[config.mk]
export PLATFORM = sky130hd
export DESIGN_NAME = ascii_sensor_frame_parser
export DESIGN_NICKNAME = d
export VERILOG_FILES = /design/src/asfp_pkg.sv /design/src/asfp_frame_parse.sv /design/src/asfp_result_reg.sv /design/src/ascii_sensor_frame_parser.sv
export SDC_FILE = /design/constraint.sdc
export NUM_CORES = 1
export LEC_CHECK = 0
export BUFFER_PORTS_ARGS = -buffer_cell sky130_fd_sc_hd__buf_2
export CAP_MARGIN = 10
export CORE_MARGIN = 3
export CORE_UTILIZATION = 60
export DETAILED_ROUTE_END_ITERATION = 10
export PLACE_DENSITY = 0.8
export SYNTH_ARGS = -nofsm -noshare
export SYNTH_HDL_FRONTEND = slang
export SYNTH_SLANG_ARGS = --single-unit
[constraint.sdc]
create_clock -name clk -period 11.07 [get_ports clk]
set_clock_uncertainty 0.2 [all_clocks]
set_input_delay 0 -clock clk [delete_from_list [all_inputs] [get_ports clk]]
set_output_delay 0 -clock clk [all_outputs]
set_load 0.005 [all_outputs]
[src/asfp_pkg.sv]
// Shared types, constants and digit helpers for the ASCII sensor frame parser.
// No dependencies; used by every module of the block.
package asfp_pkg;

	// Default number of ASCII length characters after the sync marker.
	localparam int unsigned LENGTH_DIGITS_DEF = 4;

	// Width of the length digit counter; it also counts the hunting window fill.
	localparam int unsigned DPOS_W = 3;

	// Sync word after reset: the characters "5120".
	localparam logic [31:0] SYNC_WORD_RESET = 32'd892416560;

	// Payload layout, as character indexes.
	localparam logic [13:0] IDX_NET_END  = 14'd2;
	localparam logic [13:0] IDX_ADDR_END = 14'd10;
	localparam logic [13:0] IDX_CODE     = 14'd10;
	localparam logic [13:0] IDX_READ_END = 14'd17;
	localparam logic [13:0] IDX_TS_END   = 14'd19;
	localparam logic [13:0] IDX_LQ_END   = 14'd21;

	// A payload shorter than this is flagged as a short frame.
	localparam logic [13:0] FULL_FRAME = 14'd21;

	// One sensor record as it leaves the block.
	typedef struct packed {
		logic [6:0]  network_id;
		logic [63:0] node_address;
		logic [7:0]  sensor_code;
		logic [47:0] sensor_reading;
		logic [6:0]  time_stamp;
		logic [6:0]  link_quality;
		logic [13:0] frame_length;
		logic        short_frame;
	} record_t;

	// True for the ASCII characters 0 through 9.
	function automatic logic is_digit(input logic [7:0] b);
		return (b >= 8'h30) && (b <= 8'h39);
	endfunction

	// One decimal step on a 7-bit accumulator: acc * 10 + digit, wrapped.
	function automatic logic [6:0] dec7_step(input logic [6:0] acc, input logic [7:0] b);
		logic [6:0] digit;
		digit = 7'(b - 8'h30);
		return 7'({acc, 3'b000} + {acc, 1'b0} + digit);
	endfunction

	// One decimal step on a 14-bit accumulator: acc * 10 + digit, wrapped.
	function automatic logic [13:0] dec14_step(input logic [13:0] acc, input logic [7:0] b);
		logic [13:0] digit;
		digit = 14'(b - 8'h30);
		return 14'({acc, 3'b000} + {acc, 1'b0} + digit);
	endfunction

endpackage

[src/asfp_frame_parse.sv]
// Frame parser: sync hunt, length decode and payload field capture.
// Depends on asfp_pkg for the record type, layout constants and digit helpers.
module asfp_frame_parse #(
	parameter int unsigned LENGTH_DIGITS = asfp_pkg::LENGTH_DIGITS_DEF
) (
	input  logic                clk,
	input  logic                arst_n,
	input  logic [31:0]         sync_word,
	input  logic [7:0]          byte_s1,
	input  logic                step,
	output logic                emit_req,
	output asfp_pkg::record_t   record
);

	typedef enum logic [1:0] {
		PH_HUNT = 2'd0,
		PH_LEN  = 2'd1,
		PH_PAY  = 2'd2
	} phase_t;

	localparam logic [asfp_pkg::DPOS_W-1:0] LEN_LAST = asfp_pkg::DPOS_W'(LENGTH_DIGITS);
	localparam logic [asfp_pkg::DPOS_W-1:0] WIN_FULL = asfp_pkg::DPOS_W'(3);

	phase_t                        phase_q, phase_n;
	logic [23:0]                   recent_q, recent_n;
	logic [asfp_pkg::DPOS_W-1:0]   dpos_q, dpos_n;
	logic [13:0]                   len_q, len_n;
	logic                          len_stop_q, len_stop_n;
	logic [13:0]                   cnt_q, cnt_n;
	logic [2:0][6:0]               acc_q, acc_n;
	logic [2:0]                    stop_q, stop_n;
	logic [63:0]                   addr_q, addr_n;
	logic [7:0]                    code_q, code_n;
	logic [47:0]                   read_q, read_n;
	logic [31:0]                   window;
	logic [1:0]                    fsel;

	// Next-state logic for one received character.
	always_comb begin
		phase_n    = phase_q;
		recent_n   = recent_q;
		dpos_n     = dpos_q;
		len_n      = len_q;
		len_stop_n = len_stop_q;
		cnt_n      = cnt_q;
		acc_n      = acc_q;
		stop_n     = stop_q;
		addr_n     = addr_q;
		code_n     = code_q;
		read_n     = read_q;
		emit_req   = 1'b0;
		window     = {recent_q, byte_s1};
		fsel       = 2'd0;
		unique case (phase_q)
			PH_LEN: begin
				if (!len_stop_q && asfp_pkg::is_digit(byte_s1)) begin
					len_n = asfp_pkg::dec14_step(len_q, byte_s1);
				end else begin
					len_stop_n = 1'b1;
				end
				dpos_n = dpos_q + 1'b1;
				if (dpos_n >= LEN_LAST) begin
					if (len_n == 14'd0) begin
						emit_req = 1'b1;
						phase_n  = PH_HUNT;
						recent_n = '0;
						dpos_n   = '0;
					end else begin
						phase_n = PH_PAY;
						cnt_n   = '0;
					end
				end
			end
			PH_PAY: begin
				// Route the character to the field its index falls in.
				if (cnt_q < asfp_pkg::IDX_NET_END) begin
					fsel = 2'd1;
				end else if (cnt_q < asfp_pkg::IDX_ADDR_END) begin
					for (int i = 0; i < 8; i++) begin
						if (cnt_q == 14'(9 - i)) begin
							addr_n[8*i +: 8] = byte_s1;
						end
					end
				end else if (cnt_q == asfp_pkg::IDX_CODE) begin
					code_n = byte_s1;
				end else if (cnt_q < asfp_pkg::IDX_READ_END) begin
					for (int i = 0; i < 6; i++) begin
						if (cnt_q == 14'(16 - i)) begin
							read_n[8*i +: 8] = byte_s1;
						end
					end
				end else if (cnt_q < asfp_pkg::IDX_TS_END) begin
					fsel = 2'd2;
				end else if (cnt_q < asfp_pkg::IDX_LQ_END) begin
					fsel = 2'd3;
				end
				// Decimal fields stop converting at their first non-digit.
				for (int k = 0; k < 3; k++) begin
					if (fsel == 2'(k + 1) && !stop_q[k]) begin
						if (asfp_pkg::is_digit(byte_s1)) begin
							acc_n[k] = asfp_pkg::dec7_step(acc_q[k], byte_s1);
						end else begin
							stop_n[k] = 1'b1;
						end
					end
				end
				cnt_n = cnt_q + 14'd1;
				if (cnt_n >= len_q) begin
					emit_req = 1'b1;
					phase_n  = PH_HUNT;
					recent_n = '0;
					dpos_n   = '0;
				end
			end
			default: begin
				// Hunting, and the unused phase code behaves the same way.
				if (dpos_q >= WIN_FULL && window == sync_word) begin
					phase_n    = PH_LEN;
					dpos_n     = '0;
					recent_n   = '0;
					len_n      = '0;
					len_stop_n = 1'b0;
					cnt_n      = '0;
					acc_n      = '0;
					stop_n     = '0;
					addr_n     = '0;
					code_n     = '0;
					read_n     = '0;
				end else begin
					phase_n  = PH_HUNT;
					recent_n = window[23:0];
					if (dpos_q < WIN_FULL) begin
						dpos_n = dpos_q + 1'b1;
					end
				end
			end
		endcase
	end

	// The record is built from the values that include the current character.
	always_comb begin
		record.network_id     = acc_n[0];
		record.node_address   = addr_n;
		record.sensor_code    = code_n;
		record.sensor_reading = read_n;
		record.time_stamp     = acc_n[1];
		record.link_quality   = acc_n[2];
		record.frame_length   = len_n;
		record.short_frame    = (len_n < asfp_pkg::FULL_FRAME);
	end

	// Parser state registers, advanced once per processed character.
	always_ff @(posedge clk or negedge arst_n) begin
		if (!arst_n) begin
			phase_q    <= PH_HUNT;
			recent_q   <= '0;
			dpos_q     <= '0;
			len_q      <= '0;
			len_stop_q <= 1'b0;
			cnt_q      <= '0;
			acc_q      <= '0;
			stop_q     <= '0;
			addr_q     <= '0;
			code_q     <= '0;
			read_q     <= '0;
		end else if (step) begin
			phase_q    <= phase_n;
			recent_q   <= recent_n;
			dpos_q     <= dpos_n;
			len_q      <= len_n;
			len_stop_q <= len_stop_n;
			cnt_q      <= cnt_n;
			acc_q      <= acc_n;
			stop_q     <= stop_n;
			addr_q     <= addr_n;
			code_q     <= code_n;
			read_q     <= read_n;
		end
	end

endmodule

[src/asfp_result_reg.sv]
// Result register holding one sensor record until the downstream side takes it.
// Depends on asfp_pkg for the record type.
module asfp_result_reg (
	input  logic              clk,
	input  logic              arst_n,
	input  logic              load,
	input  asfp_pkg::record_t record,
	output logic              free,
	output logic              out_valid,
	input  logic              out_ready,
	output asfp_pkg::record_t out_record
);

	logic              valid_q;
	asfp_pkg::record_t record_q;

	// A new record may enter when the register is empty or being drained.
	assign free       = !valid_q || out_ready;
	assign out_valid  = valid_q;
	assign out_record = record_q;

	// Valid flag of the held record.
	always_ff @(posedge clk or negedge arst_n) begin
		if (!arst_n) begin
			valid_q <= 1'b0;
		end else if (free) begin
			valid_q <= load;
		end
	end

	// Record payload; no reset needed.
	always_ff @(posedge clk) begin
		if (load && free) begin
			record_q <= record;
		end
	end

endmodule

[src/ascii_sensor_frame_parser.sv]
// ASCII sensor frame parser: one received character per cycle, one record per frame.
// The last character waits in the input register until its record can load the result register.
// Throughput: one character per cycle; input stalls only while a finished record waits
// and the next character would finish another.
// Reset: asynchronous, active low; hunting for sync with an empty window, sync word "5120".
module ascii_sensor_frame_parser #(
	parameter int unsigned LENGTH_DIGITS = asfp_pkg::LENGTH_DIGITS_DEF
) (
	input  logic        clk,
	input  logic        arst_n,
	input  logic        cfg_valid,
	output logic        cfg_ready,
	input  logic [31:0] sync_word,
	input  logic        rx_valid,
	output logic        rx_ready,
	input  logic [7:0]  rx_byte,
	output logic        out_valid,
	input  logic        out_ready,
	output logic [6:0]  network_id,
	output logic [63:0] node_address,
	output logic [7:0]  sensor_code,
	output logic [47:0] sensor_reading,
	output logic [6:0]  time_stamp,
	output logic [6:0]  link_quality,
	output logic [13:0] frame_length,
	output logic        short_frame
);

	logic [31:0]       sync_q;
	logic              valid_s1;
	logic [7:0]        byte_s1;
	logic              emit_req;
	logic              advance;
	logic              free;
	asfp_pkg::record_t record;
	asfp_pkg::record_t out_record;

	// Sync word register; writes are always taken.
	assign cfg_ready = 1'b1;

	always_ff @(posedge clk or negedge arst_n) begin
		if (!arst_n) begin
			sync_q <= asfp_pkg::SYNC_WORD_RESET;
		end else if (cfg_valid) begin
			sync_q <= sync_word;
		end
	end

	// The held character is processed unless its record has nowhere to go.
	assign advance  = valid_s1 && (!emit_req || free);
	assign rx_ready = !valid_s1 || advance;

	// Input register for one request.
	always_ff @(posedge clk or negedge arst_n) begin
		if (!arst_n) begin
			valid_s1 <= 1'b0;
		end else if (rx_ready) begin
			valid_s1 <= rx_valid;
		end
	end

	always_ff @(posedge clk) begin
		if (rx_valid && rx_ready) begin
			byte_s1 <= rx_byte;
		end
	end

	asfp_frame_parse #(
		.LENGTH_DIGITS(LENGTH_DIGITS)
	) u_parse (
		.clk      (clk),
		.arst_n   (arst_n),
		.sync_word(sync_q),
		.byte_s1  (byte_s1),
		.step     (advance),
		.emit_req (emit_req),
		.record   (record)
	);

	asfp_result_reg u_result (
		.clk       (clk),
		.arst_n    (arst_n),
		.load      (advance && emit_req),
		.record    (record),
		.free      (free),
		.out_valid (out_valid),
		.out_ready (out_ready),
		.out_record(out_record)
	);

	// Unpack the record onto the output ports.
	assign network_id     = out_record.network_id;
	assign node_address   = out_record.node_address;
	assign sensor_code    = out_record.sensor_code;
	assign sensor_reading = out_record.sensor_reading;
	assign time_stamp     = out_record.time_stamp;
	assign link_quality   = out_record.link_quality;
	assign frame_length   = out_record.frame_length;
	assign short_frame    = out_record.short_frame;

`ifndef ASSERT_OFF
	// The short frame flag agrees with the decoded length.
	a_short_flag: assert property (@(posedge clk) disable iff (!arst_n)
		out_valid |-> (short_frame == (frame_length < asfp_pkg::FULL_FRAME)))
		else $error("short_frame disagrees with frame_length");

	// Two-digit decimal fields never exceed 99.
	a_two_digit: assert property (@(posedge clk) disable iff (!arst_n)
		out_valid |-> (network_id <= 7'd99 && time_stamp <= 7'd99 && link_quality <= 7'd99))
		else $error("two-digit field out of range");

	// Input is refused only while a character is held and cannot advance.
	a_stall_cause: assert property (@(posedge clk) disable iff (!arst_n)
		!rx_ready |-> (valid_s1 && emit_req && out_valid && !out_ready))
		else $error("input stalled without a blocked record");
`endif

endmodule

# [Yosys cells after proc, flatten, opt, wreduce, memory -nomap -nowiden]
# Index checks and enable logic that the tools add are counted.
# W data, S select, Z words.
[totals] reg_bits=400 latch_bits=0 mem_bits_rw=0 romBits=0 in_bits=45 output_inout_bits=159 elab_cells=197 n_memories=0
[classes] add_sub_neg=12 mul=0 div=0 n_lt_le_gt_ge=12 n_eq_ne=30 n_shift=0 mux=81 bitwise=2 n_reduce_logical=33
[ops] cell="$mux W48" count=5
[ops] cell="$mux W64" count=3
[ops] cell="$mux W8" count=18
[ops] cell="$pmux W64 S2" count=1
[ops] cell="$eq A14 B4 Y1 const B" count=8
[ops] cell="$mux W24" count=4
[ops] cell="$pmux W48 S2" count=1
[ops] cell="$mux W14" count=6
[ops] cell="$eq A14 B3 Y1 const B" count=4
[ops] cell="$lt A14 B5 Y1 const B" count=4
[ops] cell="$pmux W14 S2" count=2
[ops] cell="$pmux W24 S2" count=1
[ops] cell="$add A7 B7 Y7" count=6
[ops] cell="$mux W7" count=6
[ops] cell="$pmux W21 S2" count=1
[ops] cell="$eq A32 B32 Y1" count=1
[ops] cell="$add A14 B14 Y14" count=2
[ops] cell="$eq A14 B2 Y1 const B" count=2
[ops] cell="$mux W21" count=1
[ops] cell="$mux W2" count=10
[ops] cell="$mux W3" count=6
[ops] cell="$pmux W8 S2" count=1
[ops] cell="$reduce_and A5 Y1" count=3
[ops] cell="$add A14 B1 Y14 const B" count=1
[ops] cell="other kinds (30)" count=73

# [Longest topological paths before layout]
[depth] depth_word=14 mapped_depth=20 ltp_nobuf=16

# [Modules after synthesis]
# Synthesis repeated with hierarchy kept, for this count alone.
[hier_totals] hier_cells=2189 area_unflattened_um2=21943.5
[modules_own_cells] module="asfp_frame_parse" n_inst=1 cells_each=1944 area_per_inst_um2=15531.1 seq_area_each_um2=5054.8
[modules_own_cells] module="asfp_result_reg" n_inst=1 cells_each=160 area_per_inst_um2=4738.3 seq_area_each_um2=4709.5
[modules_own_cells] module="ascii_sensor_frame_parser" n_inst=1 cells_each=85 area_per_inst_um2=1674.1 seq_area_each_um2=1081.0

# [Worst setup path before layout]
# Ideal clock, no wire load.
[synth_timing] kind="register to register" startpoint="reg byte_s1[4]" endpoint="reg u_result.record_q, in the netlist u_result.out_record[0] (enable)" setup_time_ns=0.535 arrival_ns=7.984 t_required_ns=10.335 path_slack_ns=2.351 stages_incl_launch_ff=16 n_path_buf=3 period_less_slack_ns=8.719 path_cell_list="edfxtp_1 -> ha_1 -> nor3_1 -> fa_1 -> ha_1 -> clkbuf_1 -> a21oi_1 -> o221ai_1 -> a21o_1 -> or4_1 -> o211ai_2 -> nor4_4 -> a21oi_1 -> buf_2 -> buf_2 -> and2_1"
[synth_between] elab_chain_cells=14 elab_cells_between_ends=17 classes_between="2 x add/sub; 2 x order compare; 5 x mux; 8 x reduce/logical"
[synth_rtl] element="start, declared" line_no="ascii_sensor_frame_parser.sv:31" text="logic [7:0] byte_s1;"
[synth_rtl] element="start signal, assigned" line_no="ascii_sensor_frame_parser.sv:64" text="byte_s1 <= rx_byte;"
[synth_rtl] element="parallel branches: the longest is 3 deep, another holds $add A14 B14 Y14"
[synth_rtl] element="$mux W14 *" line_no="asfp_frame_parse.sv:56" text="if (!len_stop_q && asfp_pkg::is_digit(byte_s1)) begin"
[synth_rtl] element="$mux W14 *" line_no="asfp_frame_parse.sv:54" text="unique case (phase_q)"
[synth_rtl] element="$logic_not A14 Y1 *" line_no="asfp_frame_parse.sv:63" text="if (len_n == 14'd0) begin"
[synth_rtl] element="$mux W1 *" line_no="asfp_frame_parse.sv:63"
[synth_rtl] element="$mux W1 *" line_no="asfp_frame_parse.sv:62" text="if (dpos_n >= LEN_LAST) begin"
[synth_rtl] element="$pmux W1 S2 *" line_no="asfp_frame_parse.sv:54"
[synth_rtl] element="$logic_not A1 Y1" line_no="ascii_sensor_frame_parser.sv:50" text="assign advance = valid_s1 && (!emit_req || free);"
[synth_rtl] element="$logic_or A1 B1 Y1" line_no="ascii_sensor_frame_parser.sv:50"
[synth_rtl] element="$logic_and A1 B1 Y1" line_no="ascii_sensor_frame_parser.sv:50"
[synth_rtl] element="$logic_and A1 B1 Y1 *" line_no="ascii_sensor_frame_parser.sv:83" text=".load (advance && emit_req),"
[synth_rtl] element="$logic_and A1 B1 Y1 *" line_no="asfp_result_reg.sv:33" text="if (load && free) begin"
[synth_rtl] element="end signal, assigned" line_no="asfp_result_reg.sv:34" text="record_q <= record;"
[synth_rtl] element="end, declared" line_no="asfp_result_reg.sv:15" text="asfp_pkg::record_t record_q;"
# Mark *: on every way between the ends. The select of a mux whose other input is x is not followed.
# A chain may end at the register's enable or synchronous reset.

# [Worst setup path after layout]
[layout_timing] startpoint="reg byte_s1[4]" endpoint="reg u_result.record_q, in the netlist u_result.out_record[49] (enable)"
# The elaborated chain is that of the path after synthesis.

==> results.md <==
- Worst hold path depth: 2
- Mapped Avg Cell Area: 10.6 sq um
- Cell area after synthesis: 21900 sq um
- Top cells by area, synth: dfrtp_1 (26%), edfxtp_1 (22%), mux2_2 (7.2%)
- Wire per inst: 21.7 um
- Final Hold Vio Count: 0
- DRC violations left: 0
- Hold_ws: 0.328 ns
- Share of layout cells above drive strength 1: 0.201
- Clock Sinks: 400
- Post-synth top area cell: dfrtp_1
- CTS clk-pin slew, worst paths: 0.06 ns
- CTS root buf: clkbuf_16
- Crit. Startpoint: byte_s1[4]
- LEAKAGE: 11.4 nW
- FP Rows: 69
- Total wire length: 60.5 mm
- Arr. time, crit path: 6.80 ns
- Diodes inserted: 0
- Vias in the first global route: 17200
- Ys flop type: dfrtp_1
- WS Path Type: flop to flop
- CP cell instances: buf_4 -> ha_1 -> xor2_1 -> fa_1 -> inv_1 -> ha_1 -> and2_1 -> a221oi_1 -> a31o_2 -> a311oi_1 -> o31a_1 -> nor4_4 -> nand3b_1 -> a21oi_1 -> and2_4 -> buf_4
- Core area: 35800 sq um
- Longest Clk Path Bufs: 3
- Post-synth EDFFs: 164
- Worst r2r path cells: 16
- Largest net degree at the start of global routing: 106
- DIE AREA: 38900 sq um
- Syn. warnings: 0
- RR Startpoint: byte_s1[4]
- Hold Buf Count CTS: 97
- Outcome: completed
- Die width: 197 um
- Fmax: 147 MHz
- Internal reg-to-reg setup slack: 4.26 ns
- PwrDens: 145 nW/um^2
- FFs w/ async S/R, synth: 0.590
- Global route total overflow: 0
- Final slew viol count: 0
- Num CTS Buffers: 42
- Final instance area: 25600 sq um
- Crit. End Element: flop
- Worst r2r dst: u_result.out_record[49]
- CP Max Fanout: 72
- CTS H-tree depth: 2
- Fillers: 2472
- CP endpoint: u_result.out_record[49]
- Peak supply drop: 0.141 mV
- Max stage delay on crit path: 0.75 ns
- Required time of the critical path: 11.06 ns
- Number of DRC markers in iteration 0: 1605
- Initial DRT Pass Iterations: 6
- Seq cells post-synth: 400
- Starting Density: 0.612
- CP startpoint kind: flop
- Layout area overhead: 16.5%
- CTS tree: done
- Max-Cap Viols: 0
- Die Span Y: 197 um
- Via density: 6.21
- CP max stage cell: buf_4
- Setup TNS: 0 ns
- RSZ-0062 raised after global routing: false
- Vias: 17400
- ANT nets after route: 0
- Gpl congestion: 0.895
- Min Tclk post-route: 6.81 ns
- PortBufs: 202
- Total Routing Usage GR: 0.308
- Placed cell area: 23200 sq um
- Post-synthesis sequential area ratio: 0.495
- Worst Tran Pin Value: 1.28 ns
- Gates resized, CTS repair: 0
- Synth unique cells: 74
- Top-Level Pins: 204
- Final setup viols: 0
- Pwr Total: 3.72 mW
- Post-CTS Setup Repair Bufs: 0
- NumNets Final: 2423
- Slew HR: 0.150
- Initial antenna violation count: 1
- Syn Inst Count: 2075
- Placed cells: 2620
- Hold/Removal Path Class: flop to flop
- Clk_lat worst skew: 0.57 ns
- Fin cells: 2794
- Yosys top cell area share: 0.256
- Post-DP HPWL: 35.3 mm
- First-pass GRT wire length: 94.4 mm
- Mapped Nets: 2198
- Period utilization: 0.616
-- Yosys cell counts (23+ instances only) --
| cell type | count |
|---|---|
| ha_1 | 55 |
| mux2_2 | 141 |
| buf_2 | 27 |
| a21o_1 | 86 |
| dfrtp_1 | 224 |
| a22o_1 | 77 |
| nand2_1 | 346 |
| clkbuf_1 | 83 |
| edfxtp_1 | 164 |
| xnor2_1 | 63 |
| nor2_1 | 92 |
| o21ai_0 | 140 |
| buf_1 | 24 |
| inv_1 | 109 |
| a21oi_1 | 37 |
| fa_1 | 23 |
| a22oi_1 | 92 |
| mux2i_1 | 94 |
-- sequential cells by signal, indices dropped and copies added (netlist names), 14 cells and up --
register             cells
sync_q                  32
u_parse.acc_q           21
u_parse.addr_q          64
u_parse.cnt_q           14
u_parse.len_q           14
u_parse.read_q          48
u_parse.recent_q        24
u_result.out_record    156
-- worst min path at each step --
stage | startpoint | end | slack, ns
2_1_floorplan | arst_n | sync_q[0] | -0.50
3_3_place_gp | arst_n | u_parse.addr_q[49] | -0.05
3_5_place_dp | arst_n | u_parse.addr_q[49] | -0.05
4_1_cts | u_parse.addr_q[13] | u_parse.addr_q[13] | 0.33
5_1_grt | out_ready | u_result.out_valid | 0.35
6_report | u_parse.read_q[5] | u_parse.read_q[5] | 0.33
-- worst max-delay path: cells and delay by family, from the launching register on --
family          cells  cell delay [ns]
simple gates        4             1.28
buf+inv             3             1.21
compound gates      5             1.63
fa+ha+maj           3             1.09
xor+xnor            1             0.63
flops               1             0.32
-- metrics by stage --
step	setup WS (ns)	util
floorplan	2.35	-
global placement	4.49	0.646
detailed placement	4.28	0.646
CTS	4.27	0.713
global route	3.82	0.713
finish	4.26	0.713
-- placed cells by master, fill, tap and decap left out, types with 8 or more instances in the layout --
cell,n
nor4_1,10
nand4_1,17
buf_2,201
o21ai_0,140
a21oi_1,36
nand3_1,21
clkbuf_1,11
a22oi_1,92
dfrtp_1,224
buf_4,24
o22ai_1,8
mux2_2,141
nor3_1,16
edfxtp_1,164
nand2_1,346
mux2i_1,94
dlygate4sd3_1,96
o211ai_1,10
dfstp_2,12
clkbuf_16,44
ha_1,53
xnor2_1,63
nor2_1,92
fa_1,23
inv_1,108
a22o_1,77
a21o_1,85
-- kinds of logic (layout without fill, tap and decap cells) --
kind of cell | count (synthesis) | in the layout | share of synthesized area
muxes | 239 | 239 | 0.117
buffers and inverters | 252 | 510 | 0.0466
AOI/OAI and AO/OA | 491 | 491 | 0.154
adders and majority gates | 78 | 78 | 0.0524
and+or+nand+nor | 544 | 544 | 0.107
xor gates and xnor gates | 70 | 70 | 0.0280
other | 1 | 1 | 0.000171
DFF | 400 | 400 | 0.495
-- metal layers --
| metal | wire (um) | up-vias | part of all wire | track usage |
|---|---|---|---|---|
| met2 | 29300 | 762 | 0.48 | 0.508 |
| met4 | 2590 | 2 | 0.043 | 0.134 |
| li1 | - | 7831 | - | - |
| met1 | 24600 | 8597 | 0.41 | 0.407 |
| met5 | 17 | - | 0.00028 | 0 |
| met3 | 4040 | 160 | 0.067 | 0.0496 |
-- where the power goes --
part           leakage (nW)  total [mW]  switching, mW  internal, mW
logic                  6.27       0.588          0.339         0.249
registers              4.42        1.67         0.0726          1.60
clock network         0.687        1.46          0.601         0.858
total                  11.4        3.72           1.01          2.70
-- area by class of cell --
class	instances	area, sq um	share of cell area
sequential	400	10800	0.424
multi-input combinational	1423	10100	0.396
timing repair buffer	323	2190	0.0857
clock buffer	60	1210	0.0474
tap	461	577	0.0226
inverter	110	413	0.0162
clock inverter	17	198	0.00773
(Power assumes the default switching activity.)
